<file path="src/sv/polynomial_false_position_root_assert.svh">
// assertion macros used by the root finder top level
`ifndef POLYNOMIAL_FALSE_POSITION_ROOT_ASSERT_SVH
`define POLYNOMIAL_FALSE_POSITION_ROOT_ASSERT_SVH

// consequence must hold in the same cycle as the condition
`define PFPR_ASSERT_SAME(label, clk, rst_n, cond, cons) \
    label: assert property (@(posedge clk) disable iff (!rst_n) (cond) |-> (cons)) \
        else $error("root finder check failed");

// consequence must hold in the cycle after the condition
`define PFPR_ASSERT_NEXT(label, clk, rst_n, cond, cons) \
    label: assert property (@(posedge clk) disable iff (!rst_n) (cond) |=> (cons)) \
        else $error("root finder check failed");

`endif

</file>
<file path="src/sv/pfpr_pkg.sv">
// shared constants, types and helpers of the false position root finder
package pfpr_pkg;

    localparam int MAX_ITERATIONS = 100;
    localparam int MAX_COEFFS     = 7;
    localparam int ITER_W         = 7;
    localparam int STEP_W         = 6;
    localparam int DIV_STEPS      = 63;
    localparam int MUL_STEPS      = 32;

    // eps is 7 lsb of q16.16
    localparam logic signed [63:0] EPS_WIDE     = 64'sd7;
    localparam logic signed [63:0] NEG_EPS_WIDE = -64'sd7;
    localparam logic signed [31:0] EPS_X        = 32'sd7;
    localparam logic signed [31:0] NEG_EPS_X    = -32'sd7;
    localparam logic [32:0]        EPS_SPAN     = 33'd7;

    localparam logic [63:0]        SAT_MAX  = 64'h7FFF_FFFF_FFFF_FFFF;
    localparam logic [63:0]        H_LIMIT  = 64'h0000_8000_0000_0000;
    localparam logic signed [64:0] SUM_HI   = 65'sh0_7FFF_FFFF_FFFF_FFFF;
    localparam logic signed [64:0] SUM_LO   = -65'sh0_7FFF_FFFF_FFFF_FFFF;

    // result codes
    localparam logic [1:0] OUT_CONVERGED  = 2'd0;
    localparam logic [1:0] OUT_LIMIT      = 2'd1;
    localparam logic [1:0] OUT_ENDPOINT   = 2'd2;
    localparam logic [1:0] OUT_NO_BRACKET = 2'd3;

    // register indexes
    localparam logic [2:0] CFG_COUNT = 3'd0;

    typedef logic signed [31:0] coef_array_t [MAX_COEFFS];

    typedef enum logic {
        OP_DIV,
        OP_MUL
    } arith_op_t;

    // magnitude of a 64-bit signed value
    function automatic logic [63:0] mag64(input logic signed [63:0] v);
        mag64 = v[63] ? 64'(-v) : 64'(v);
    endfunction

    // magnitude of a 32-bit signed value
    function automatic logic [31:0] mag32(input logic signed [31:0] v);
        mag32 = v[31] ? 32'(-v) : 32'(v);
    endfunction

endpackage

</file>
<file path="src/sv/pfpr_divmul.sv">
// bit-serial unit: restoring divide of opa*2^31 by opb, or shift-add multiply
module pfpr_divmul
    import pfpr_pkg::*;
(
    input  logic        clk,
    input  logic        rst_n,
    input  logic        start,
    input  arith_op_t   op,
    input  logic [31:0] opa,
    input  logic [31:0] opb,
    output logic        done,
    output logic [63:0] result
);

    logic              busy_reg, busy_next;
    logic              done_reg, done_next;
    arith_op_t         op_reg, op_next;
    logic [STEP_W-1:0] step_reg, step_next;
    logic [32:0]       rem_reg, rem_next;
    logic [62:0]       p_reg, p_next;
    logic [31:0]       d_reg, d_next;

    logic [32:0]       rem_sh;
    logic              ge;
    logic [32:0]       add_sum;

    // divide step
    assign rem_sh = {rem_reg[31:0], p_reg[62]};
    assign ge     = rem_sh >= {1'b0, d_reg};

    // multiply step
    assign add_sum = {1'b0, rem_reg[31:0]} + (p_reg[0] ? {1'b0, d_reg} : 33'd0);

    always_comb
    begin
        busy_next = busy_reg;
        done_next = 1'b0;
        op_next   = op_reg;
        step_next = step_reg;
        rem_next  = rem_reg;
        p_next    = p_reg;
        d_next    = d_reg;
        if (!busy_reg)
        begin
            if (start)
            begin
                busy_next = 1'b1;
                op_next   = op;
                rem_next  = '0;
                case (op)
                    OP_DIV:
                    begin
                        p_next    = {opa, 31'd0};
                        d_next    = opb;
                        step_next = STEP_W'(DIV_STEPS - 1);
                    end
                    OP_MUL:
                    begin
                        p_next    = {31'd0, opb};
                        d_next    = opa;
                        step_next = STEP_W'(MUL_STEPS - 1);
                    end
                    default:
                    begin
                        busy_next = 1'b0;
                    end
                endcase
            end
        end
        else
        begin
            case (op_reg)
                OP_DIV:
                begin
                    rem_next = ge ? rem_sh - {1'b0, d_reg} : rem_sh;
                    p_next   = {p_reg[61:0], ge};
                end
                OP_MUL:
                begin
                    rem_next = {1'b0, add_sum[32:1]};
                    p_next   = {p_reg[62:32], add_sum[0], p_reg[31:1]};
                end
                default:
                begin
                    rem_next = rem_reg;
                end
            endcase
            if (step_reg == '0)
            begin
                busy_next = 1'b0;
                done_next = 1'b1;
            end
            else
                step_next = step_reg - STEP_W'(1);
        end
    end

    always_ff @(posedge clk or negedge rst_n)
    begin
        if (!rst_n)
        begin
            busy_reg <= 1'b0;
            done_reg <= 1'b0;
        end
        else
        begin
            busy_reg <= busy_next;
            done_reg <= done_next;
        end
    end

    always_ff @(posedge clk)
    begin
        op_reg   <= op_next;
        step_reg <= step_next;
        rem_reg  <= rem_next;
        p_reg    <= p_next;
        d_reg    <= d_next;
    end

    assign done   = done_reg;
    assign result = (op_reg == OP_DIV) ? {32'd0, p_reg[31:0]} : {rem_reg[31:0], p_reg[31:0]};

endmodule

</file>
<file path="config.mk">
export PLATFORM = sky130hd
export DESIGN_NAME = pfpr_divmul
export DESIGN_NICKNAME = d
export VERILOG_FILES = /design/src/sv/polynomial_false_position_root_assert.svh /design/src/sv/pfpr_pkg.sv /design/src/sv/pfpr_divmul.sv
export SDC_FILE = /design/constraint.sdc
export NUM_CORES = 1
export LEC_CHECK = 0
export ABC_CLOCK_PERIOD_IN_PS = 4700
export BUFFER_PORTS_ARGS = -buffer_cell sky130_fd_sc_hd__buf_2
export CAP_MARGIN = 20
export CELL_PAD_IN_SITES_DETAIL_PLACEMENT = 0
export CELL_PAD_IN_SITES_GLOBAL_PLACEMENT = 1
export CORE_ASPECT_RATIO = 0.7
export CORE_MARGIN = 2
export CORE_UTILIZATION = 24
export CTS_CLUSTER_DIAMETER = 120
export DETAILED_ROUTE_END_ITERATION = 10
export PLACE_DENSITY_LB_ADDON = 0.1
export SLEW_MARGIN = 15
export SYNTH_ARGS = -nofsm -noshare
export SYNTH_HDL_FRONTEND = slang
export SYNTH_SLANG_ARGS = --single-unit
</file>
<file path="constraint.sdc">
create_clock -name clk -period 4.7 [get_ports clk]
set_input_delay 0.94 -clock clk [delete_from_list [all_inputs] [get_ports clk]]
set_output_delay 0.94 -clock clk [all_outputs]
set_load 0.01 [all_outputs]
</file>
==> After elaboration in Yosys (flattened, before gate mapping) <==
Cells that the tools add are included.
{ "op_classes": {"n_addsub": 3, "mul": 0, "n_div": 0, "n_lt_le_gt_ge": 1, "n_eq_ne": 2, "shifts": 0, "n_mux": 20, "bitwise_logic": 3, "n_reduce_logical": 5} }
{ "op_table": {"columns": ["operator", "n"], "rows": [
  ["63-bit one-hot mux with 2 select lines", 2],
  ["32-bit 2-to-1 mux", 4],
  ["32-bit one-hot mux with 2 select lines", 2],
  ["63-bit 2-to-1 mux", 2],
  ["64-bit 2-to-1 mux", 1],
  ["32-bit by 32-bit adder with 33-bit output", 1],
  ["33-bit by 32-bit >= comparator with 1-bit output", 1],
  ["32-bit subtractor", 1],
  ["6-bit 2-to-1 mux", 3],
  ["6-bit one-hot mux with 2 select lines", 1],
  ["6-bit logical NOT", 1],
  ["2-bit AND reduction", 3],
  ["6-bit by 1-bit subtractor with 6-bit output, second input constant", 1],
  ["1-bit 2-to-1 mux", 5],
  ["2-bit != test, second input constant", 2],
  ["1-bit NOT", 3],
  ["2-bit nonzero test", 1]
]} }
{ "totals": {"regBits": 136, "latchBits": 0, "ram_bits": 0, "romBits": 0, "inputBits": 68, "out_inout_bits": 65, "elab_cells": 42, "mem_count": 0} }

==> Depth between registers and ports, before layout <==
{ "logic_depth": {"ltp_word": 4, "depth_mapped": 13, "ltp_nobuf": 11} }

==> Worst setup path before layout <==
OpenSTA, ideal clock, no wires.
{ "synth_path": {"path_kind": "input -> register", "startpoint": "input port start", "endpoint": "register p_reg[32], enable pin", "setup_time_ps": 374, "arrival_ps": 3134, "t_required_ps": 4326, "setup_slack_ps": 1191, "path_stages": 2, "path_buffers": 0, "cell_sequence": "nor2b_1 or2_2"} }
{ "synth_via": {"elab_chain_len": 2} }
{ "synth_rtl": {"columns": ["element", "line", "text"], "rows": [
  ["start, declared", "pfpr_divmul.sv:7", "input logic start,"],
  ["2-bit nonzero test (no line)", null, null],
  ["2-bit AND reduction (no line)", null, null],
  ["end signal, assigned", "pfpr_divmul.sv:117", "p_reg <= p_next;"],
  ["end, declared", "pfpr_divmul.sv:20", "logic [62:0] p_reg, p_next;"]
]} }
Every way passes these cells.
A chain may end at the register's enable or synchronous reset.

==> Worst setup path in the final report <==
{ "layout_path": {"startpoint": "register p_reg[0]", "endpoint": "register rem_reg[24] (data pin)"} }
{ "layout_via": {"elab_chain_len": 4} }
{ "layout_rtl": {"columns": ["element", "line", "text"], "rows": [
  ["32-bit 2-to-1 mux", "pfpr_divmul.sv:32", "assign add_sum = {1'b0, rem_reg[31:0]} + (p_reg[0] ? {1'b0, d_reg} : 33'd0);"],
  ["32-bit by 32-bit adder with 33-bit output", "pfpr_divmul.sv:32", null],
  ["32-bit one-hot mux with 2 select lines", "pfpr_divmul.sv:72", "case (op_reg)"],
  ["32-bit 2-to-1 mux", "pfpr_divmul.sv:43", "if (!busy_reg)"],
  ["end signal, assigned", "pfpr_divmul.sv:116", "rem_reg <= rem_next;"],
  ["end, declared", "pfpr_divmul.sv:19", "logic [32:0] rem_reg, rem_next;"]
]} }
Every way passes these cells.

==> impl_metrics.csv <==
group,metric,value,unit
clock_tree,clock-root-buffer,"clkbuf_16",
setup_path,worstPathArrival,3.94,ns
synthesis,async_reset_ff_share,1.47,%
global_routing,grt_use_total,16.7,%
pwr,clkPwrFrac,15.8,%
setup_path,crit_path_start_kind,"flip-flop",
clock_tree,postCtsSetupBuffers,0,
sta,fin_tns_setup,0,ns
synthesis,synth_edf_count,134,
synthesis,synthFlopType,"edfxtp_1",
synthesis,synth_fp_nets,1269,
pwr,internal_power,4.78,mW
clock_tree,holdBufCountCts,0,
detailed_routing,routedWlPerCell,21.6,um
sta,finalHoldViolCount,0,
pwr,combPwrFrac,58.1,%
synthesis,synth_commonest_cells,"edfxtp_1, nand2_1, o21ai_0, a21oi_1",
floorplan,die_area,46900,um^2
setup_path,timing_worst_setup_path_type,"reg2reg",
global_routing,grt_max_degree,81,
clock_tree,cts_tree,"yes",
global_routing,grt_overflow,0,
synthesis,yosysMostFrequentCell,"edfxtp_1",
synthesis,yosys.area.top_type_share,37.1,%
pwr,powerDensity,728,nW/um^2
clock_tree,post_cts_resize_count,0,
sta,min_period_over_period,80.8,%
sta,report.final.slew_viol_count,0,
place,dp.cells,1783,
synthesis,syn_avg_cell_area,9.56,um^2
pwr,ir_drop,0.294,mV
clock_tree,clkSlewWorstSetupHoldPaths,0.08,ns
pwr,power_frac_seq,26.2,%
synthesis,synth_top_cells_by_area,"edfxtp_1, ha_1, and2_1",
final_layout,instances_no_fill,1818,
synthesis,synth_area,10800,um^2
synthesis,yosysTopAreaCell,"edfxtp_1",
sta,slew_headroom,33.0,%
synthesis,yosysUniqueCellTypes,74,
job,cap_viol_max_count,0,
floorplan,die_w,258,um
synthesis,synth_warnings,0,
final_layout,drive_gt1_share,20.5,%
global_routing,grt_pass1_vias,8864,
sta,period_needed,3.80,ns
detailed_routing,first_pass_iters,5,
sta,fin_skew,0.0180,ns
sta,setup_violations,0,
synthesis,synth_cells,1134,
detailed_routing,drt_iter0_drc,654,
sta,tightest_slew,1.00,ns
floorplan,core,44800,um^2
pwr,power_leakage,5.13,nW
clock_tree,cts_max_level,4,
detailed_routing,vias_per_cell,4.91,
floorplan,initial_core_util,24.2,%
floorplan,die_y,182,um
global_routing,antenna_found_initial,4,
detailed_routing,vias,8923,
pwr,p_sw_share,47.3,%
clock_tree,clk-insertion-delay-late,0.44,ns
final_layout,nNetsFinal,1334,
floorplan,rows,65,
clock_tree,numCtsBuffers,17,
detailed_routing,ant_nets,0,
global_routing,grt_pass1_wl,59300,um
setup_path,end_kind,"flip-flop",
detailed_routing,drc,0,
place,gp_congestion,0.816,
floorplan,io_pins,133,
pwr,finalPower,9.09,mW
sta,fmax,263,MHz
detailed_routing,drt_wl_total,39200,um
clock_tree,clock_sinks,136,
clock_tree,clock_path_buffers,2,
place,portBuffers,132,
sta,holdWs,0.268,ns
pwr,switchingPower,4.30,mW
sta,rsz0062_at_grt,"no",
final_layout,largest_reg_flops,63,
synthesis,ys_ff_latch,136,
hold_path,min_path_type,"in2async",
synthesis,ys_seq_area_share,37.6,%
setup_path,crit_fanout,27,
final_layout,syn2layout_area_growth,15.0,%
run_status,status,"completed",
setup_path,worst_ep_required_time,4.84,ns
place,hpwl,30000,um
power by group through the flow:
stage	clock network (mW)	logic (mW)	registers [mW]
5_1_grt	1.52	5.84	2.43
6_report	1.43	5.28	2.38
2_1_floorplan	0	3.97	2.13
4_1_cts	1.47	5.26	2.38
3_3_place_gp	0	5.34	2.42
3_5_place_dp	0	5.22	2.40
kinds of logic after synthesis:
group           after synthesis  synth area share (%)
flops                       136                  37.6
xor+xnor                     55                  4.44
buf+inv                     150                  6.75
compound gates              311                  20.1
fa+ha+maj                    67                  7.87
mux                          72                  7.03
simple gates                343                  16.3
path summary, 6_finish.rpt:
path | startpoint | end | slack (ns) | cells after the start
max reg2reg | p_reg[0]$_DFFE_PP_ | rem_reg[24]$_SDFFCE_PN0P_ | 0.90 | 10
max | p_reg[0]$_DFFE_PP_ | rem_reg[24]$_SDFFCE_PN0P_ | 0.90 | 10
max in group asynchronous | rst_n | busy_reg$_DFF_PN0_ | 4.34 | 1
min in group clk | step_reg[5]$_DFFE_PP_ | done$_DFF_PN0_ | 0.51 | 1
min | rst_n | done$_DFF_PN0_ | 0.27 | 1
min reg2reg | step_reg[5]$_DFFE_PP_ | done$_DFF_PN0_ | 0.51 | 1
metrics by stage:
step	util, %	setup WS, ns	instance area [um^2]
floorplan	-	1.19	10800
CTS	27.8	0.840	12500
global placement	26.5	0.942	11900
finish	27.8	0.900	12500
global route	27.8	0.604	12500
detailed placement	26.5	0.866	11900
critical path, stage by stage (launching register included):
cell	delay, ns
edfxtp_1	0.51
buf_4	0.34
and2_1	0.27
ha_1	0.35
a21oi_1	0.17
o21ai_0	0.18
a21oi_1	0.19
a21oi_1	0.18
a311oi_1	0.75
xor2_1	0.40
a221oi_1	0.13
cells in the final DEF (no fill, tap or decap), drive strengths merged, types with 6 or more instances in the layout:
cell / instances
buf: 148
edfxtp: 134
nand2: 81
o21ai: 76
a21oi: 74
and2: 66
ha: 65
inv: 59
nor2: 54
nand3: 51
mux2i: 39
xnor2: 38
mux2: 33
a22o: 31
a21o: 28
nand4: 17
xor2: 17
clkbuf: 17
nand2b: 15
nor3: 14
a311oi: 14
o21a: 11
and3: 10
o211ai: 8
a211oi: 8
o21bai: 7
a31oi: 7
a211o: 6
nor4: 6
nor2b: 6
or3: 6
a221oi: 6
layer usage:
| layer | vias to the layer above | global-route usage [%] | part of all wire (%) |
|---|---|---|---|
| met1 | 4391 | 28.1 | 57 |
| met3 | 18 | 2.71 | 4.1 |
| li1 | 4324 | - | - |
| met5 | - | 0 | 0.023 |
| met2 | 188 | 21.7 | 38 |
| met4 | 2 | 2.36 | 0.50 |
final cells by class:
class | count | area (um^2)
fill | 4780 | 32300
multi-input combinational | 848 | 6060
sequential | 136 | 4070
timing repair buffer | 148 | 793
tap | 603 | 754
clock buffer | 17 | 425
inverter | 48 | 180
clock inverter | 15 | 179
antenna | 3 | 7.51
Power figures use the tool's default switching activity.
