`config.mk`:
```
export PLATFORM = sky130hd
export DESIGN_NAME = pfpr_horner
export DESIGN_NICKNAME = d
export VERILOG_FILES = /design/src/sv/polynomial_false_position_root_assert.svh /design/src/sv/pfpr_pkg.sv /design/src/sv/pfpr_horner.sv
export SDC_FILE = /design/constraint.sdc
export NUM_CORES = 2
export LEC_CHECK = 0
export ABC_AREA = 0
export BUFFER_PORTS_ARGS = -buffer_cell sky130_fd_sc_hd__buf_2
export CORE_MARGIN = 2
export CORE_UTILIZATION = 41
export DETAILED_ROUTE_END_ITERATION = 12
export GPL_TIMING_DRIVEN = 0
export PLACE_DENSITY = 0.54
export SLEW_MARGIN = 20
export SYNTH_ARGS = -nofsm -noshare
export SYNTH_HDL_FRONTEND = slang
export SYNTH_SLANG_ARGS = --single-unit
```
`constraint.sdc`:
```
create_clock -name clk -period 34.2 [get_ports clk]
set_clock_uncertainty 0.15 [all_clocks]
set_input_delay 1.71 -clock clk [delete_from_list [all_inputs] [get_ports clk]]
set_output_delay 1.71 -clock clk [all_outputs]
set_load 0.02 [all_outputs]
```
`src/sv/polynomial_false_position_root_assert.svh`:
```
// assertion macros used by the root finder top level
`ifndef POLYNOMIAL_FALSE_POSITION_ROOT_ASSERT_SVH
`define POLYNOMIAL_FALSE_POSITION_ROOT_ASSERT_SVH

// consequence must hold in the same cycle as the condition
`define PFPR_ASSERT_SAME(label, clk, rst_n, cond, cons) \
    label: assert property (@(posedge clk) disable iff (!rst_n) (cond) |-> (cons)) \
        else $error("root finder check failed");

// consequence must hold in the cycle after the condition
`define PFPR_ASSERT_NEXT(label, clk, rst_n, cond, cons) \
    label: assert property (@(posedge clk) disable iff (!rst_n) (cond) |=> (cons)) \
        else $error("root finder check failed");

`endif

```
`src/sv/pfpr_pkg.sv`:
```
// shared constants, types and helpers of the false position root finder
package pfpr_pkg;

    localparam int MAX_ITERATIONS = 100;
    localparam int MAX_COEFFS     = 7;
    localparam int ITER_W         = 7;
    localparam int STEP_W         = 6;
    localparam int DIV_STEPS      = 63;
    localparam int MUL_STEPS      = 32;

    // eps is 7 lsb of q16.16
    localparam logic signed [63:0] EPS_WIDE     = 64'sd7;
    localparam logic signed [63:0] NEG_EPS_WIDE = -64'sd7;
    localparam logic signed [31:0] EPS_X        = 32'sd7;
    localparam logic signed [31:0] NEG_EPS_X    = -32'sd7;
    localparam logic [32:0]        EPS_SPAN     = 33'd7;

    localparam logic [63:0]        SAT_MAX  = 64'h7FFF_FFFF_FFFF_FFFF;
    localparam logic [63:0]        H_LIMIT  = 64'h0000_8000_0000_0000;
    localparam logic signed [64:0] SUM_HI   = 65'sh0_7FFF_FFFF_FFFF_FFFF;
    localparam logic signed [64:0] SUM_LO   = -65'sh0_7FFF_FFFF_FFFF_FFFF;

    // result codes
    localparam logic [1:0] OUT_CONVERGED  = 2'd0;
    localparam logic [1:0] OUT_LIMIT      = 2'd1;
    localparam logic [1:0] OUT_ENDPOINT   = 2'd2;
    localparam logic [1:0] OUT_NO_BRACKET = 2'd3;

    // register indexes
    localparam logic [2:0] CFG_COUNT = 3'd0;

    typedef logic signed [31:0] coef_array_t [MAX_COEFFS];

    typedef enum logic {
        OP_DIV,
        OP_MUL
    } arith_op_t;

    // magnitude of a 64-bit signed value
    function automatic logic [63:0] mag64(input logic signed [63:0] v);
        mag64 = v[63] ? 64'(-v) : 64'(v);
    endfunction

    // magnitude of a 32-bit signed value
    function automatic logic [31:0] mag32(input logic signed [31:0] v);
        mag32 = v[31] ? 32'(-v) : 32'(v);
    endfunction

endpackage

```
`src/sv/pfpr_horner.sv`:
```
// polynomial evaluator: horner scheme on one shared 32x32 multiplier
module pfpr_horner
    import pfpr_pkg::*;
(
    input  logic                clk,
    input  logic                rst_n,
    input  logic                start,
    input  logic signed [31:0]  x,
    input  logic [2:0]          coefficient_count,
    input  coef_array_t         coefs,
    output logic                done,
    output logic signed [63:0]  value
);

    typedef enum logic [2:0] {
        S_IDLE,
        S_MAG,
        S_MUL_HI,
        S_MUL_LO,
        S_SCALE,
        S_ADD,
        S_FIN
    } state_t;

    state_t             state_reg, state_next;
    logic [31:0]        x_mag_reg, x_mag_next;
    logic               x_neg_reg, x_neg_next;
    logic [2:0]         idx_reg, idx_next;
    logic signed [63:0] acc_reg, acc_next;
    logic [63:0]        ua_reg, ua_next;
    logic               neg_reg, neg_next;
    logic [63:0]        h_reg, h_next;
    logic [63:0]        l_reg, l_next;
    logic signed [63:0] prod_reg, prod_next;
    logic               done_reg, done_next;
    logic signed [63:0] value_reg, value_next;

    logic [31:0]        mul_a;
    logic [63:0]        mul_p;
    logic [63:0]        q_raw;
    logic [63:0]        q_sat;
    logic signed [64:0] sum_wide;

    // shared multiplier, high or low half of the accumulator magnitude
    assign mul_a = (state_reg == S_MUL_HI) ? ua_reg[63:32] : ua_reg[31:0];
    assign mul_p = 64'(mul_a) * 64'(x_mag_reg);

    // rescale by 2^-16 with saturation
    assign q_raw = {h_reg[47:0], 16'h0000} + {16'h0000, l_reg[63:16]};
    assign q_sat = ((h_reg >= H_LIMIT) || q_raw[63]) ? SAT_MAX : q_raw;

    // add coefficient in 65 bits
    assign sum_wide = {prod_reg[63], prod_reg} + 65'(coefs[idx_reg]);

    // next state
    always_comb
    begin
        state_next = state_reg;
        x_mag_next = x_mag_reg;
        x_neg_next = x_neg_reg;
        idx_next   = idx_reg;
        acc_next   = acc_reg;
        ua_next    = ua_reg;
        neg_next   = neg_reg;
        h_next     = h_reg;
        l_next     = l_reg;
        prod_next  = prod_reg;
        done_next  = 1'b0;
        value_next = value_reg;
        case (state_reg)
            S_IDLE:
            begin
                if (start)
                begin
                    if (coefficient_count == 3'd0)
                    begin
                        value_next = '0;
                        done_next  = 1'b1;
                    end
                    else
                    begin
                        acc_next   = '0;
                        idx_next   = '0;
                        x_mag_next = mag32(x);
                        x_neg_next = x[31];
                        state_next = S_MAG;
                    end
                end
            end
            S_MAG:
            begin
                ua_next    = mag64(acc_reg);
                neg_next   = acc_reg[63] ^ x_neg_reg;
                state_next = S_MUL_HI;
            end
            S_MUL_HI:
            begin
                h_next     = mul_p;
                state_next = S_MUL_LO;
            end
            S_MUL_LO:
            begin
                l_next     = mul_p;
                state_next = S_SCALE;
            end
            S_SCALE:
            begin
                prod_next  = neg_reg ? -$signed(q_sat) : $signed(q_sat);
                state_next = S_ADD;
            end
            S_ADD:
            begin
                if (sum_wide > SUM_HI)
                    acc_next = $signed(SAT_MAX);
                else if (sum_wide < SUM_LO)
                    acc_next = -$signed(SAT_MAX);
                else
                    acc_next = sum_wide[63:0];
                if (idx_reg == coefficient_count - 3'd1)
                    state_next = S_FIN;
                else
                begin
                    idx_next   = idx_reg + 3'd1;
                    state_next = S_MAG;
                end
            end
            S_FIN:
            begin
                if ((acc_reg > NEG_EPS_WIDE) && (acc_reg < EPS_WIDE))
                    value_next = '0;
                else
                    value_next = acc_reg;
                done_next  = 1'b1;
                state_next = S_IDLE;
            end
            default:
            begin
                state_next = S_IDLE;
            end
        endcase
    end

    // state and registered outputs
    always_ff @(posedge clk or negedge rst_n)
    begin
        if (!rst_n)
        begin
            state_reg <= S_IDLE;
            done_reg  <= 1'b0;
        end
        else
        begin
            state_reg <= state_next;
            done_reg  <= done_next;
        end
    end

    // datapath
    always_ff @(posedge clk)
    begin
        x_mag_reg <= x_mag_next;
        x_neg_reg <= x_neg_next;
        idx_reg   <= idx_next;
        acc_reg   <= acc_next;
        ua_reg    <= ua_next;
        neg_reg   <= neg_next;
        h_reg     <= h_next;
        l_reg     <= l_next;
        prod_reg  <= prod_next;
        value_reg <= value_next;
    end

    assign done  = done_reg;
    assign value = value_reg;

endmodule

```
Word-level counts from Yosys, hierarchy flattened

Index checks and enable logic that the tools add are counted.

Flip-flop bits (word level): 425
Input port bits: 262
Output and inout port bits: 65
Logic and storage cells: 81

Bitwise logic cells: 3
Add/sub/neg operators: 7
Multiply operators: 1
Order comparisons: 6
Reduce and logical (&&, ||, !) cells: 11
Equality and inequality tests: 11
Multiplexer cells: 28

Operators by type and width:

| operator                                                                        | number |
|---|---|
| 64-bit 2-to-1 mux                                                               | 9 |
| 64-bit case mux with 2 select lines                                             | 2 |
| 64-bit negation                                                                 | 2 |
| 32-bit binary-select mux with 3-bit select                                      | 1 |
| 32-bit 2-to-1 mux                                                               | 3 |
| 64-bit by 32-bit adder with 65-bit output                                       | 1 |
| 65-bit by 64-bit > comparator with 1-bit output (second input constant)         | 1 |
| 65-bit by 64-bit less-than comparator with 1-bit output (second input constant) | 1 |
| 64-bit by 48-bit adder with 64-bit output                                       | 1 |
| 64-bit by 48-bit >= comparator with 1-bit output (second input constant)        | 1 |
| 64-bit by 4-bit > comparator with 1-bit output (second input constant)          | 1 |
| 64-bit by 4-bit less-than comparator with 1-bit output (second input constant)  | 1 |
| 32-bit by 32-bit multiplier with 64-bit output                                  | 1 |
| 63-bit 2-to-1 mux                                                               | 1 |
| 32-bit negation                                                                 | 1 |
| 31-bit 2-to-1 mux                                                               | 1 |
| 3-bit 2-to-1 mux                                                                | 6 |
| 3-bit case mux with 6 select lines                                              | 1 |
| 3-bit == test (second input constant)                                           | 3 |
| 3-bit AND reduction                                                             | 3 |
| 2-bit != test (second input constant)                                           | 4 |
| 3-bit by 2-bit == test with 1-bit output (second input constant)                | 2 |
| 3-bit zero test                                                                 | 2 |
| 3-bit case mux with 2 select lines                                              | 1 |
| 15 further kinds                                                                | 17 |

Depth between registers and ports, before layout

Depth after elaboration: 9
Mapped depth: 35
Gate-level depth less buffers: 31

Worst setup path before layout

OpenSTA, ideal clock, no wires.

Path kind: reg2reg
Start point: reg state_reg[0]
End point: reg h_reg[57] (data pin)
Slack: 22.608 ns
Required time: 33.781 ns
Clock period less this slack: 11.592 ns
Arrival time: 11.173 ns
Buffers on the path: 4
Library setup time: 0.269 ns
Stages on the path, launching flop included: 34
Cells stage by stage: dfrtp_1 -> clkbuf_1 -> nor3b_1 -> clkbuf_1 -> mux2_2 -> clkbuf_1 -> and2_1 -> fa_1 -> fa_1 -> fa_1 -> inv_1 -> fa_1 -> inv_1 -> fa_1 -> inv_1 -> fa_1 -> inv_1 -> fa_1 -> inv_1 -> fa_1 -> inv_1 -> ha_1 -> clkbuf_1 -> a21oi_1 -> o211ai_1 -> o21ai_0 -> a21oi_1 -> nor4bb_1 -> nor4b_1 -> o31ai_1 -> nor3_1 -> a2111oi_0 -> o21ai_0 -> xor2_1

Longest elaborated chain between the ends: 3

RTL lines:

| element                                        | RTL line           | text |
|---|---|---|
| start: declaration                             | pfpr_horner.sv:25  | `state_t state_reg, state_next;` |
| start signal: assignment                       | pfpr_horner.sv:153 | `state_reg <= state_next;` |
| 3-bit by 2-bit == test with 1-bit output       | pfpr_horner.sv:45  | `assign mul_a = (state_reg == S_MUL_HI) ? ua_reg[63:32] : ua_reg[31:0];` |
| 32-bit 2-to-1 mux                              | pfpr_horner.sv:45  |  |
| 32-bit by 32-bit multiplier with 64-bit output | pfpr_horner.sv:46  | `assign mul_p = 64'(mul_a) * 64'(x_mag_reg);` |
| via mul_p[57]                                  | pfpr_horner.sv:39  | `logic [63:0] mul_p;` |
| end signal: assignment                         | pfpr_horner.sv:167 | `h_reg <= h_next;` |
| end: declaration                               | pfpr_horner.sv:32  | `logic [63:0] h_reg, h_next;` |

The timed path passes the listed nets, and every way through them passes these cells.
A chain may end at the register's enable or synchronous reset.

Worst setup path in the final report

Ends and elaborated chain as after synthesis.

==> impl_metrics.json <==
{
  "status": "complete, no violations",
  "fin_tns_setup_ps": 0,
  "syn-num-nets": 8045,
  "drtIter0Drc": 5528,
  "min_from": "l_reg[16]$_DFFE_PN_",
  "drc": 0,
  "synth_cells": 6518,
  "fp.dieH_um": 390,
  "cts_setup_buffers": 0,
  "area_growth_pct": 9.47,
  "maxSlewViolCount": 0,
  "min_path_type": "flop to flop",
  "routed_via_density": 5.76,
  "finalNonFillerCells": 8880,
  "synthFlopType": "edfxtp_1",
  "cp-start-kind": "flop",
  "synth_seq_area_share_pct": 20.1,
  "cp_data_required_time_ps": 34380,
  "gr-total-overflow": 0,
  "drive_above_1_share_pct": 8.16,
  "final_cell_mix": "inv_1, fa_1, nand2_1",
  "clk-insertion-delay-late_ps": 610,
  "rsz0062_at_grt": "false",
  "reg2regPathDepth": 35,
  "r2r_slack_ps": 21250,
  "setup.worst_path.start": "state_reg[0]$_DFFE_PN0P_",
  "r2r-start": "state_reg[0]$_DFFE_PN0P_",
  "max-slew-margin-rel_pct": 11.8,
  "globalplace.congestion": 1.03,
  "core_area_mm2": 0.148,
  "setup_viol": 0,
  "async_reset_ff_share_pct": 0.978,
  "max_stage_delay_ps": 970,
  "syn_area_mm2": 0.0611,
  "synth_edf_count": 405,
  "clockBufferDepth": 3,
  "path_class": "flop to flop",
  "cp_top_family": "adder cells",
  "placedCellCount": 8791,
  "wire_per_inst_um": 28.2,
  "ant_nets": 0,
  "numCtsBuffers": 44,
  "crit_fanout": 10,
  "cp-end-kind": "flop",
  "portBuffers": 326,
  "cpMostUsedCell": "fa_1",
  "hold_viol": 0,
  "post_cts_resized": 0,
  "clock-sinks": 409,
  "final_common_cell": "inv_1",
  "grtUsageTotal_pct": 32.9,
  "worstMarginPinSlew_ps": 1320,
  "vias": 51100,
  "cap_violations": 0,
  "finalNetCount": 8434,
  "clockRootBuffer": "clkbuf_16",
  "dieArea_mm2": 0.152,
  "synth_warnings": 0,
  "fin_crit_sh_pct": 37.9,
  "fp.dieW_um": 390,
  "netlist-cell-type-count": 101,
  "wirelength_um": 251000,
  "antenna_found_initial": 43,
  "htree_levels": 2,
  "cts_tree": "built",
  "cts.reportedPaths.clkPinSlew_ps": 60,
  "regToRegEndpoint": "h_reg[57]$_DFFE_PP_",
  "synth_seq_cells": 409,
  "dp_hpwl_um": 208000,
  "crit_slowest_cell": "nor4bb_1",
  "initial_core_util_pct": 41.3,
  "fillers": 14600,
  "timing.fmax_mhz": 77.2,
  "synth_area_per_cell_um2": 9.37,
  "critical_path_arrival_ps": 13130,
  "cts_hold_buf": 0,
  "min_path_cells": 1,
  "hold_end": "prod_reg[0]$_DFFE_PP_",
  "grt_pass1_wl_um": 359000,
  "crit_buf_inv": 12,
  "drt-pass1-iter-count": 5,
  "finalCriticalPeriod_ps": 12950,
  "grt_pass1_vias": 50300,
  "grt_max_degree": 61,
  "rows": 141,
  "ios": 327
}
-- worst max-delay path by stage --
stage | to | slack (ps) | depth (start not counted)
2_1_floorplan | h_reg[57]$_DFFE_PP_ | 22610 | 33
3_3_place_gp | h_reg[57]$_DFFE_PP_ | 17260 | 33
3_5_place_dp | l_reg[57]$_DFFE_PN_ | 21650 | 35
4_1_cts | h_reg[57]$_DFFE_PP_ | 21620 | 35
5_1_grt | h_reg[57]$_DFFE_PP_ | 21040 | 35
6_report | h_reg[57]$_DFFE_PP_ | 21250 | 35
-- worst register-to-register path, delay by kind of cell, from the launching register on --
family	cells	cell delay [ps]
adders and majority gates	9	4550
buffers and inverters	12	2630
AOI/OAI and AO/OA	7	2370
and+or+nand+nor	5	1930
muxes	1	470
DFF	1	380
xor gates and xnor gates	1	210
-- Yosys cell counts (8+ instances only) --
cell,number,area [µm²]
o22a_1,12,105
o211ai_1,23,173
nand2b_1,33,206
clkbuf_1,330,1240
nand3_1,61,305
nor3_1,76,380
fa_1,898,18000
o21bai_1,52,390
a21o_1,76,571
or3_1,35,219
nor2_1,260,976
buf_2,15,75.1
a21oi_1,291,1460
o31ai_1,47,353
and2_1,671,4200
o21a_1,40,300
buf_1,14,52.6
nor3b_1,11,82.6
or4_1,23,173
nand4_1,88,551
a21boi_0,10,75.1
o41ai_1,18,158
xor2_1,86,753
o21ai_0,263,1320
o22ai_1,13,81.3
o2111ai_1,8,70.1
a31oi_1,33,206
edfxtp_1,405,12200
mux2_2,34,383
o221ai_1,8,70.1
o21ai_1,10,50.1
nand2_1,719,2700
a221oi_1,9,78.8
mux4_2,32,721
or2_2,13,81.3
nor2b_1,11,68.8
inv_1,954,3580
ha_1,367,4590
and4_1,16,140
a211oi_1,26,195
xnor2_1,184,1610
and3_1,26,163
mux2i_1,40,400
nor4_1,39,244
-- per-stage QoR --
| step | setup WS [ps] | hold slack, ps | utilization (%) | instance area (µm²) |
|---|---|---|---|---|
| 6_report | 21250 | 428 | 45.2 | 66900 |
| 5_1_grt | 21040 | 458 | 45.2 | 66800 |
| 4_1_cts | 21620 | 431 | 45.2 | 66800 |
| 3_5_place_dp | 21650 | 400 | 44.3 | 65500 |
| 3_3_place_gp | 17260 | 405 | 44.0 | 65100 |
| 2_1_floorplan | 22610 | 371 | - | 61100 |
-- layer usage --
| metal | vias up | track usage, % | wire (µm) |
|---|---|---|---|
| met3 | 422 | 6.86 | 23800 |
| met2 | 2456 | 48.7 | 107000 |
| met5 | - | 0 | 310 |
| met4 | 14 | 11.2 | 10500 |
| li1 | 22200 | - | - |
| met1 | 26100 | 47.7 | 109000 |
-- kinds of logic after synthesis --
family,after synthesis,share of synthesized area [%]
adders and majority gates,1267,37.0
AOI/OAI and AO/OA,1017,10.5
muxes,106,2.46
buffers and inverters,1317,8.16
xor gates and xnor gates,270,3.87
DFF,409,20.1
and+or+nand+nor,2132,18.0
-- area by class of cell --
type	count	area, µm²	share of cell area, %
multi-input combinational	4792	43900	65.6
sequential	409	12300	18.3
inverter	954	3580	5.36
tap	1930	2410	3.61
timing repair buffer	343	1910	2.85
buffer	363	1420	2.13
clock buffer	52	1150	1.72
clock inverter	24	203	0.303
antenna	13	32.5	0.0487
Power is not shown: default switching activity piles up to over one toggle a cycle in this logic, so the estimate is an artifact.
